## src/hw/rtl/firct_pkg.sv

```systemverilog
`timescale 1ns / 1ps

package firct_pkg;

    // configuration register map
    localparam int NUM_COEF     = 6;
    localparam int COEF_BITS    = 16;
    localparam int COEF_FRAC    = 15;
    localparam int CFG_IDX_BITS = 3;
    localparam int TAP_CNT_BITS = 3;

    localparam logic [CFG_IDX_BITS-1:0] REG_COEF0     = 3'd0;
    localparam logic [CFG_IDX_BITS-1:0] REG_TAPS_USED = 3'd6;
    localparam logic [CFG_IDX_BITS-1:0] REG_CONV_MODE = 3'd7;

    // reset values
    localparam logic signed [COEF_BITS-1:0] COEF0_RESET     = 16'sh7FFF;
    localparam logic [TAP_CNT_BITS-1:0]     TAPS_USED_RESET = 3'd6;

    // default build
    localparam int TAPS_DEFAULT        = 6;
    localparam int SAMPLE_BITS_DEFAULT = 16;

    typedef struct packed {
        logic [TAP_CNT_BITS-1:0] eff_taps;
        logic                    conv_mode;
    } ctrl_t;

endpackage

```

## src/hw/rtl/firct_cfg.sv

```systemverilog
`timescale 1ns / 1ps

module firct_cfg #(
    parameter int TAPS = firct_pkg::TAPS_DEFAULT
) (
    input  logic                                     clk,
    input  logic                                     rst_n,
    input  logic                                     cfg_we,
    input  logic [firct_pkg::CFG_IDX_BITS-1:0]       cfg_index,
    input  logic [firct_pkg::COEF_BITS-1:0]          cfg_wdata,
    output logic signed [firct_pkg::COEF_BITS-1:0]   coef [(TAPS < firct_pkg::NUM_COEF) ?
                                                            TAPS : firct_pkg::NUM_COEF],
    output firct_pkg::ctrl_t                         ctrl
);

    localparam int LIM = (TAPS < firct_pkg::NUM_COEF) ? TAPS : firct_pkg::NUM_COEF;
    localparam logic [firct_pkg::TAP_CNT_BITS-1:0] LIM_CNT = firct_pkg::TAP_CNT_BITS'(LIM);

    logic signed [firct_pkg::COEF_BITS-1:0] coef_reg [LIM];
    logic [firct_pkg::TAP_CNT_BITS-1:0]     taps_used_reg;
    logic                                   conv_mode_reg;

    always_ff @(posedge clk or negedge rst_n)
    begin
        if (!rst_n)
        begin
            for (int i = 0; i < LIM; i++)
            begin
                coef_reg[i] <= (i == 0) ? firct_pkg::COEF0_RESET : '0;
            end
            taps_used_reg <= firct_pkg::TAPS_USED_RESET;
            conv_mode_reg <= 1'b0;
        end
        else if (cfg_we)
        begin
            // coefficient slots past the filter length are dropped
            for (int i = 0; i < LIM; i++)
            begin
                if (cfg_index == firct_pkg::CFG_IDX_BITS'(firct_pkg::REG_COEF0 + i))
                begin
                    coef_reg[i] <= cfg_wdata;
                end
            end
            if (cfg_index == firct_pkg::REG_TAPS_USED)
            begin
                taps_used_reg <= cfg_wdata[firct_pkg::TAP_CNT_BITS-1:0];
            end
            if (cfg_index == firct_pkg::REG_CONV_MODE)
            begin
                conv_mode_reg <= cfg_wdata[0];
            end
        end
    end

    assign coef = coef_reg;

    // tap count clamped to 1..LIM
    always_comb
    begin
        if (taps_used_reg == '0)
        begin
            ctrl.eff_taps = firct_pkg::TAP_CNT_BITS'(1);
        end
        else if (taps_used_reg > LIM_CNT)
        begin
            ctrl.eff_taps = LIM_CNT;
        end
        else
        begin
            ctrl.eff_taps = taps_used_reg;
        end
        ctrl.conv_mode = conv_mode_reg;
    end

`ifndef SYNTHESIS
    a_eff_taps_range: assert property (@(posedge clk) disable iff (!rst_n)
        ctrl.eff_taps != '0 && ctrl.eff_taps <= LIM_CNT)
        else $error("effective tap count out of range");
`endif

endmodule

```

## config.mk

```make
export PLATFORM = sky130hd
export DESIGN_NAME = firct_cfg
export DESIGN_NICKNAME = d
export VERILOG_FILES = /design/src/hw/rtl/firct_pkg.sv /design/src/hw/rtl/firct_cfg.sv
export SDC_FILE = /design/constraint.sdc
export NUM_CORES = 1
export LEC_CHECK = 0
export BUFFER_PORTS_ARGS = -buffer_cell sky130_fd_sc_hd__buf_2
export CAP_MARGIN = 20
export CORE_ASPECT_RATIO = 1.5
export CORE_UTILIZATION = 50
export DETAILED_ROUTE_END_ITERATION = 12
export GPL_ROUTABILITY_DRIVEN = 0
export PLACE_DENSITY = 0.78
export SYNTH_ARGS = -nofsm -noshare
export SYNTH_HDL_FRONTEND = slang
export SYNTH_SLANG_ARGS = --single-unit
```

## constraint.sdc

```tcl
create_clock -name clk -period 2.7 [get_ports clk]
set_clock_uncertainty 0.15 [all_clocks]
set_input_delay 0.405 -clock clk [delete_from_list [all_inputs] [get_ports clk]]
set_output_delay 0.405 -clock clk [all_outputs]
set_load 0.01 [all_outputs]
```

Word-level counts from Yosys, hierarchy flattened
Index checks and enable logic that the tools add are counted.
{"block": "totals", "register_bits": 100, "in_bits": 22, "out_inout_bits": 100, "word_cells": 28}
{"block": "classes", "magnitude_cmp": 1, "eq_ne": 7, "n_mux": 2, "reduce_logical": 10}
{"operator": "$reduce_and A2 Y1", "n": 8}
{"operator": "$eq A3 B3 Y1 const B", "n": 4}
{"operator": "$eq A3 B2 Y1 const B", "n": 2}
{"operator": "$logic_not A3 Y1", "n": 2}
{"operator": "$mux W3", "n": 2}
{"operator": "$eq A3 B1 Y1 const B", "n": 1}
{"operator": "$gt A3 B3 Y1 const B", "n": 1}

Depth between registers and ports, before layout
Gate-level depths: netlist of run 1.
{"block": "depth", "depth_word": 3, "ltp_mapped": 5, "mapped_depth_nobuf": 2}

Worst setup path before layout of run 1
No wires, ideal clock.
{"block": "synth_path", "kind": "input to register", "from": "input cfg_we", "to": "register coef_reg, in the netlist coef[70]", "setup_ps": 125, "t_arrival_ps": 1477, "required_ps": 2425, "path_slack_ps": 948, "stages": 5, "path_buffers": 3, "cell_sequence": "buf_2 > nor4bb_1 > buf_2 > buf_6 > mux2_2"}
{"block": "synth_via", "elab_chain_cells": 1}
{"element": "start: declaration", "line": "firct_cfg.sv:8", "text": "input logic cfg_we,"}
{"element": "$reduce_and A2 Y1 (no source line)"}
{"element": "end signal: indexed assignment", "line": "firct_cfg.sv:29", "text": "coef_reg[i] <= (i == 0) ? firct_pkg::COEF0_RESET : '0;"}
{"element": "end signal: indexed assignment", "line": "firct_cfg.sv:41", "text": "coef_reg[i] <= cfg_wdata;"}
{"element": "end: declaration", "line": "firct_cfg.sv:19", "text": "logic signed [firct_pkg::COEF_BITS-1:0] coef_reg [LIM];"}
No other way between the ends.
A chain may end at the register's enable or synchronous reset.

==> impl_metrics.prom, run 1 <==
# TYPE chip_impl_metric gauge
chip_impl_metric{name="numCtsBuffers",unit=""} 9
chip_impl_metric{name="slowest_delay",unit="ns"} 0.54
chip_impl_metric{name="cts_setup_buffers",unit=""} 0
chip_impl_metric{name="finish_stage_setup_viols",unit=""} 0
chip_impl_metric{name="synth_top_area_share",unit=""} 0.528
chip_impl_metric{name="critPathMaxFanout",unit=""} 3
chip_impl_metric{name="postSynthCellCount",unit=""} 227
chip_impl_metric{name="postLayoutCellArea",unit="µm²"} 4900
chip_impl_metric{name="clk_transition_reported_paths",unit="ns"} 0.06
chip_impl_metric{name="required",unit="ns"} 2.14
chip_impl_metric{name="placement.io_buffers",unit=""} 121
chip_impl_info{name="critical_path.endpoint_type",value="primary output"} 1
chip_impl_metric{name="maxCapViolations",unit=""} 0
chip_impl_metric{name="max-vdd-ir-drop",unit="mV"} 0.478
chip_impl_metric{name="final_period_minus_worst_setup_slack",unit="ns"} 1.95
chip_impl_metric{name="ioPinCount",unit=""} 122
chip_impl_metric{name="detail_route.iter0.violations",unit=""} 97
chip_impl_metric{name="grt_start_max_net_pins",unit=""} 56
chip_impl_metric{name="drt_drc_violations_left",unit=""} 0
chip_impl_metric{name="r2r_cells",unit=""} 1
chip_impl_metric{name="drive_gt1_frac",unit=""} 0.742
chip_impl_metric{name="mean_instance_size_in_the_synthesized_netlist",unit="µm²"} 17.3
chip_impl_metric{name="grt.overflow.total",unit=""} 0
chip_impl_metric{name="clk_latency",unit="ns"} 0.33
chip_impl_metric{name="postSynthRegisterBits",unit=""} 100
chip_impl_metric{name="whs_path_depth",unit=""} 2
chip_impl_info{name="type_of_the_tightest_min_delay_check",value="input port to flop"} 1
chip_impl_info{name="timing.critical_path.max_delay_family",value="flip-flops"} 1
chip_impl_metric{name="chipHeight",unit="µm"} 111
chip_impl_metric{name="timing.setup.tns",unit="ns"} 0
chip_impl_info{name="root_buffer",value="clkbuf_16"} 1
chip_impl_metric{name="p_total",unit="W"} 0.00420
chip_impl_metric{name="worst_pin_slew",unit="ns"} 0.661
chip_impl_metric{name="antenna_cells",unit=""} 0
chip_impl_metric{name="worst-endpoint-arrival",unit="ns"} 1.39
chip_impl_metric{name="post_dp_cell_area",unit="µm²"} 4610
chip_impl_metric{name="largest_reg_flops",unit=""} 96
chip_impl_metric{name="first_global_vias",unit=""} 2451
chip_impl_info{name="hold_start",value="cfg_wdata[5]"} 1
chip_impl_metric{name="post_cts_resized",unit=""} 0
chip_impl_info{name="result_of_the_run",value="finished, final reports clean"} 1
chip_impl_metric{name="synth.net_count",unit=""} 249
chip_impl_metric{name="min_period_over_period",unit=""} 0.721
chip_impl_info{name="worst_setup_path_startpoint",value="taps_used_reg[1]$_DFFE_PN1P_"} 1
chip_impl_metric{name="initial_antenna_violation_count",unit=""} 0
chip_impl_metric{name="hold_slack",unit="ns"} 0.214
chip_impl_metric{name="timing.fmax",unit="MHz"} 513
chip_impl_info{name="cts_tree",value="done"} 1
chip_impl_metric{name="route.antenna.remaining_nets",unit=""} 0
chip_impl_metric{name="syn2layout_area_growth",unit="%"} 24.5
chip_impl_metric{name="timing.slew.headroom",unit=""} 0.558
chip_impl_metric{name="core_region_area",unit="µm²"} 7610
chip_impl_metric{name="vias",unit=""} 2336
chip_impl_metric{name="postCtsHoldBufs",unit=""} 1
chip_impl_info{name="r2r-start",value="coef[7]$_DFFE_PN0P_"} 1
chip_impl_metric{name="rrSetupSlack",unit="ns"} 1.77
chip_impl_metric{name="fp.dieArea",unit="µm²"} 8240
chip_impl_metric{name="mapped_cell_area",unit="µm²"} 3940
chip_impl_metric{name="seq_area_frac_synth",unit=""} 0.641
chip_impl_info{name="timing.critical_path.slowest_stage_cell",value="dfstp_2"} 1
chip_impl_metric{name="grt_first_pass_wirelength",unit="mm"} 12.6
chip_impl_metric{name="detailedRoute.firstPassIterationCount",unit=""} 4
chip_impl_info{name="crit_type",value="flop to primary output"} 1
chip_impl_metric{name="die-width",unit="µm"} 74.4
chip_impl_metric{name="final-hold-violation-count",unit=""} 0
chip_impl_metric{name="leakage",unit="nW"} 2.34
chip_impl_metric{name="worst-path-buf-inv",unit=""} 2
chip_impl_metric{name="cts_max_path_buffers",unit=""} 2
chip_impl_metric{name="cts_htree_levels",unit=""} 3
chip_impl_info{name="worstSetupStartpointType",value="flop"} 1
chip_impl_info{name="cp_cell_sequence",value="inv_1 -> maj3_1 -> buf_2"} 1
chip_impl_metric{name="power-per-cell-area",unit="nW/µm²"} 858
chip_impl_metric{name="effective_utilization_at_floorplan",unit=""} 0.517
chip_impl_metric{name="yosysWarningCount",unit=""} 0
chip_impl_info{name="biggest_area_contributors_in_the_synthesized_netlist",value="dfrtp_1 (53%), mux2_2 (26%), dfstp_2 (11%)"} 1
chip_impl_metric{name="post_synth_num_cell_types",unit=""} 17
chip_impl_metric{name="slew_viol_final",unit=""} 0
chip_impl_info{name="synthDominantAreaCellType",value="dfrtp_1"} 1
chip_impl_metric{name="fp-row-count",unit=""} 39
chip_impl_metric{name="worst-path-stages",unit=""} 3
chip_impl_info{name="rsz_0062_raised_after_global_routing",value="false"} 1
chip_impl_metric{name="filler_cell_count",unit=""} 580
chip_impl_metric{name="wl_per_cell",unit="µm"} 17.4
chip_impl_metric{name="tritoncts_num_sinks",unit=""} 100
chip_impl_metric{name="detail_route.vias_per_cell",unit=""} 5.13
chip_impl_metric{name="final_nets",unit=""} 371
chip_impl_metric{name="hpwl_detailed",unit="mm"} 5.43
chip_impl_metric{name="routed_wirelength",unit="mm"} 7.92
chip_impl_metric{name="grtUsageTotal",unit=""} 0.208
layer usage:
metal | GRT usage | wire [µm] | vias up
met5 | 0 | 0 | -
met4 | 0.0792 | 127 | 0
met3 | 0.0555 | 429 | 9
met2 | 0.331 | 3930 | 85
met1 | 0.266 | 3430 | 1200
li1 | - | - | 1042
cells in the mapped netlist:
| master | count |
|---|---|
| nand4_1 | 1 |
| nand4b_2 | 2 |
| buf_2 | 5 |
| buf_8 | 1 |
| buf_6 | 5 |
| nor4bb_1 | 1 |
| maj3_1 | 1 |
| mux2_2 | 90 |
| nand4b_1 | 1 |
| inv_1 | 2 |
| dfstp_2 | 17 |
| clkbuf_1 | 2 |
| buf_4 | 3 |
| mux2_4 | 10 |
| and4bb_2 | 2 |
| dfrtp_1 | 83 |
| nor4b_4 | 1 |
worst paths after layout:
check	end
max	ctrl[1]
min	coef[85]$_DFFE_PN1P_
max reg2reg	coef[7]$_DFFE_PN0P_
min reg2reg	coef[22]$_DFFE_PN0P_
max in group asynchronous	coef[80]$_DFFE_PN1P_
min in group asynchronous	coef[69]$_DFFE_PN0P_
cell families after synthesis:
group,after synthesis,synth area share
multiplexers,100,0.296
flip-flops,100,0.641
buffers and inverters,18,0.0340
AND/OR/NAND/NOR,8,0.0264
adder cells (fa/ha/maj),1,0.00254
stage by stage:
step                utilization  std cells  setup WS, ns
finish                    0.644        455         0.752
global route              0.644        455         0.684
CTS                       0.644        455         0.740
detailed placement        0.606        439         0.672
global placement          0.606        439         0.699
floorplan                     -        227         0.948
cells in the final DEF, fill, tap and decap left out, drive strengths merged:
master	n
nand4b	3
nor4bb	1
inv	2
nor4b	1
dfrtp	83
nand4	1
dlygate4sd3	1
clkbuf	14
buf	126
mux2	100
dfstp	17
maj3	1
clkinvlp	1
and4bb	2
area by class of cell:
cell class,instances,area (µm²),share of cell area
flip-flops and latches,100,2520,0.515
inverters,2,7.51,0.00153
well taps,102,128,0.0260
multi-input cells,109,1290,0.264
repair buffers,127,668,0.136
clock inverters,1,7.51,0.00153
clock buffers,14,274,0.0559
report_power, final:
group	internal (W)	total [W]	switching, W
Sequential	0.00187	0.00203	0.000163
Clock	0.000696	0.00120	0.000506
Combinational	0.000512	0.000969	0.000457
Total	0.00308	0.00420	0.00113
No activity file was read; power rests on OpenSTA's default activity.
==> run 2, diff against run 1 <==
- CORE_UTILIZATION: 50 -> 46
- PLACE_DENSITY: 0.78 -> 0.76
- clock period: 2.7 -> 1.6 ns (I/O delays scaled with it)
==> impl_metrics.prom, run 2 (same netlist as run 1, synthesis figures left out) <==
# TYPE chip_impl_metric gauge
chip_impl_metric{name="antenna_cells",unit=""} 0
chip_impl_metric{name="numCtsBuffers",unit=""} 9
chip_impl_metric{name="detail_route.iter0.violations",unit=""} 107
chip_impl_metric{name="initial_antenna_violation_count",unit=""} 0
chip_impl_metric{name="detail_route.vias_per_cell",unit=""} 5.20
chip_impl_metric{name="tritoncts_num_sinks",unit=""} 100
chip_impl_metric{name="timing.slew.headroom",unit=""} 0.767
chip_impl_metric{name="filler_cell_count",unit=""} 649
chip_impl_metric{name="p_total",unit="W"} 0.00756
chip_impl_metric{name="syn2layout_area_growth",unit="%"} 29.6
chip_impl_info{name="type_of_the_tightest_min_delay_check",value="input port to flop"} 1
chip_impl_metric{name="cts_max_path_buffers",unit=""} 2
chip_impl_metric{name="vias",unit=""} 2421
chip_impl_metric{name="ioPinCount",unit=""} 122
chip_impl_metric{name="detailedRoute.firstPassIterationCount",unit=""} 6
chip_impl_metric{name="worst_pin_slew",unit="ns"} 0.350
chip_impl_metric{name="power-per-cell-area",unit="nW/µm²"} 1480
chip_impl_metric{name="effective_utilization_at_floorplan",unit=""} 0.471
chip_impl_metric{name="grt_first_pass_wirelength",unit="mm"} 13.3
chip_impl_metric{name="die-width",unit="µm"} 77.5
chip_impl_metric{name="critPathMaxFanout",unit=""} 2
chip_impl_metric{name="fp.dieArea",unit="µm²"} 8940
chip_impl_metric{name="min_setup_slack_post_route",unit="ns"} -0.133
chip_impl_info{name="cts_tree",value="done"} 1
chip_impl_metric{name="route.antenna.remaining_nets",unit=""} 0
chip_impl_info{name="crit_type",value="flop to primary output"} 1
chip_impl_metric{name="drive_gt1_frac",unit=""} 0.758
chip_impl_metric{name="post_dp_cell_area",unit="µm²"} 4730
chip_impl_info{name="most-common-layout-cells",value="buf_2 (119), mux2_2 (90), dfrtp_1 (83), dfstp_2 (17), mux2_4 (10)"} 1
chip_impl_metric{name="fp-row-count",unit=""} 41
chip_impl_metric{name="core_region_area",unit="µm²"} 8360
chip_impl_metric{name="timing.fmax",unit="MHz"} 577
chip_impl_metric{name="largest_reg_flops",unit=""} 96
chip_impl_metric{name="finish_stage_setup_viols",unit=""} 1
chip_impl_metric{name="hold_slack",unit="ns"} 0.0555
chip_impl_metric{name="clk_latency",unit="ns"} 0.33
chip_impl_metric{name="wl_per_cell",unit="µm"} 17.9
chip_impl_metric{name="required",unit="ns"} 1.21
chip_impl_metric{name="slew_viol_final",unit=""} 0
chip_impl_metric{name="first_global_vias",unit=""} 2471
chip_impl_metric{name="routed_wirelength",unit="mm"} 8.34
chip_impl_metric{name="min_period_over_period",unit=""} 1.08
chip_impl_metric{name="drt_drc_violations_left",unit=""} 0
chip_impl_metric{name="hpwl_detailed",unit="mm"} 5.83
chip_impl_metric{name="leakage",unit="nW"} 2.42
chip_impl_info{name="hold_start",value="cfg_wdata[12]"} 1
chip_impl_metric{name="final_period_minus_worst_setup_slack",unit="ns"} 1.73
chip_impl_metric{name="cts_htree_levels",unit=""} 3
chip_impl_info{name="leading_cell_type_in_the_layout_fill_and_taps_excluded",value="buf_2"} 1
chip_impl_metric{name="worst-endpoint-arrival",unit="ns"} 1.34
chip_impl_info{name="failed_checks",value="setup timing"} 1
chip_impl_metric{name="maxCapViolations",unit=""} 0
chip_impl_metric{name="r2r_cells",unit=""} 2
chip_impl_metric{name="grt_start_max_net_pins",unit=""} 39
chip_impl_metric{name="final-hold-violation-count",unit=""} 0
chip_impl_info{name="worstSetupStartpointType",value="flop"} 1
chip_impl_info{name="worst_setup_path_startpoint",value="taps_used_reg[1]$_DFFE_PN1P_"} 1
chip_impl_metric{name="chipHeight",unit="µm"} 115
chip_impl_metric{name="grt.overflow.total",unit=""} 0
chip_impl_metric{name="placement.io_buffers",unit=""} 121
chip_impl_metric{name="postLayoutCellArea",unit="µm²"} 5100
chip_impl_metric{name="clk_transition_reported_paths",unit="ns"} 0.07
chip_impl_info{name="r2r-start",value="taps_used_reg[1]$_DFFE_PN1P_"} 1
chip_impl_info{name="critical_path.endpoint_type",value="primary output"} 1
chip_impl_metric{name="final_nets",unit=""} 376
chip_impl_metric{name="grtUsageTotal",unit=""} 0.199
chip_impl_metric{name="max-vdd-ir-drop",unit="mV"} 0.912
chip_impl_info{name="result_of_the_run",value="finished, violations left"} 1
chip_impl_info{name="rsz_0062_raised_after_global_routing",value="true"} 1
chip_impl_info{name="root_buffer",value="clkbuf_16"} 1
chip_impl_metric{name="whs_path_depth",unit=""} 2
==> run 2: changes by cell type in the layout (fill, tap and decap cells not counted), sizes merged <==
| cell | previous run | this run |
|---|---|---|
| bufinv | 0 | 3 |
| clkbuf | 14 | 10 |
| inv | 2 | 3 |
| clkinv | 0 | 1 |
| buf | 126 | 131 |
==> run 2: final timing paths <==
check,endpoint,slack (ns)
worst max-delay path,ctrl[1],-0.13
worst min-delay path,coef[92]$_DFFE_PN1P_,0.06
worst max register to register,taps_used_reg[1]$_DFFE_PN1P_,0.60
worst min register to register,coef[43]$_DFFE_PN0P_,0.35
max in group asynchronous,coef[84]$_DFFE_PN1P_,0.50
min in group asynchronous,coef[8]$_DFFE_PN0P_,0.22
==> run 2: final cells by class <==
class                           instances  area (µm²)  share of cell area
Clock buffer                           10         229              0.0449
Clock inverter                          6         111              0.0218
Inverter                                2        7.51             0.00147
Multi-Input combinational cell        109        1290               0.254
Sequential cell                       100        2520               0.495
Tap cell                              107         134              0.0263
Timing Repair Buffer                  132         800               0.157
==> run 2: critical path, stage by stage (launching register included) <==
cell     delay [ns]
dfstp_2        0.55
inv_2          0.04
maj3_2         0.31
buf_6          0.12
==> run 2: metrics by stage <==
stage	setup WS (ns)	setup TNS, ns	utilization	instances
after floorplan	0.0132	0	-	227
after global placement	0.0442	0	0.566	448
after detailed placement	-0.00345	-0.00345	0.566	448
after CTS	-0.135	-0.135	0.610	466
after global routing	-0.176	-0.176	0.610	466
final	-0.133	-0.133	0.610	466
==> run 2: power breakdown <==
| group | internal, W | switching [W] |
|---|---|---|
| Sequential | 0.00316 | 0.000285 |
| Clock | 0.00153 | 0.000897 |
| Combinational | 0.000900 | 0.000790 |
==> run 2: layer usage <==
metal	vias up	wire (µm)	global-route usage
li1	1067	-	-
met1	1257	3490	0.253
met2	88	4370	0.339
met3	9	372	0.0405
met4	0	101	0.0717
met5	-	0	0
==> run 2: what timing repair did <==
item                                    4_1_cts  5_1_grt
hold buffers                                  1        0
buffers inserted                              1        0
endpoints found under the setup margin        1        1
hold endpoints to repair                     25        0
gates resized for setup                       4        0
pin swaps                                     1        0
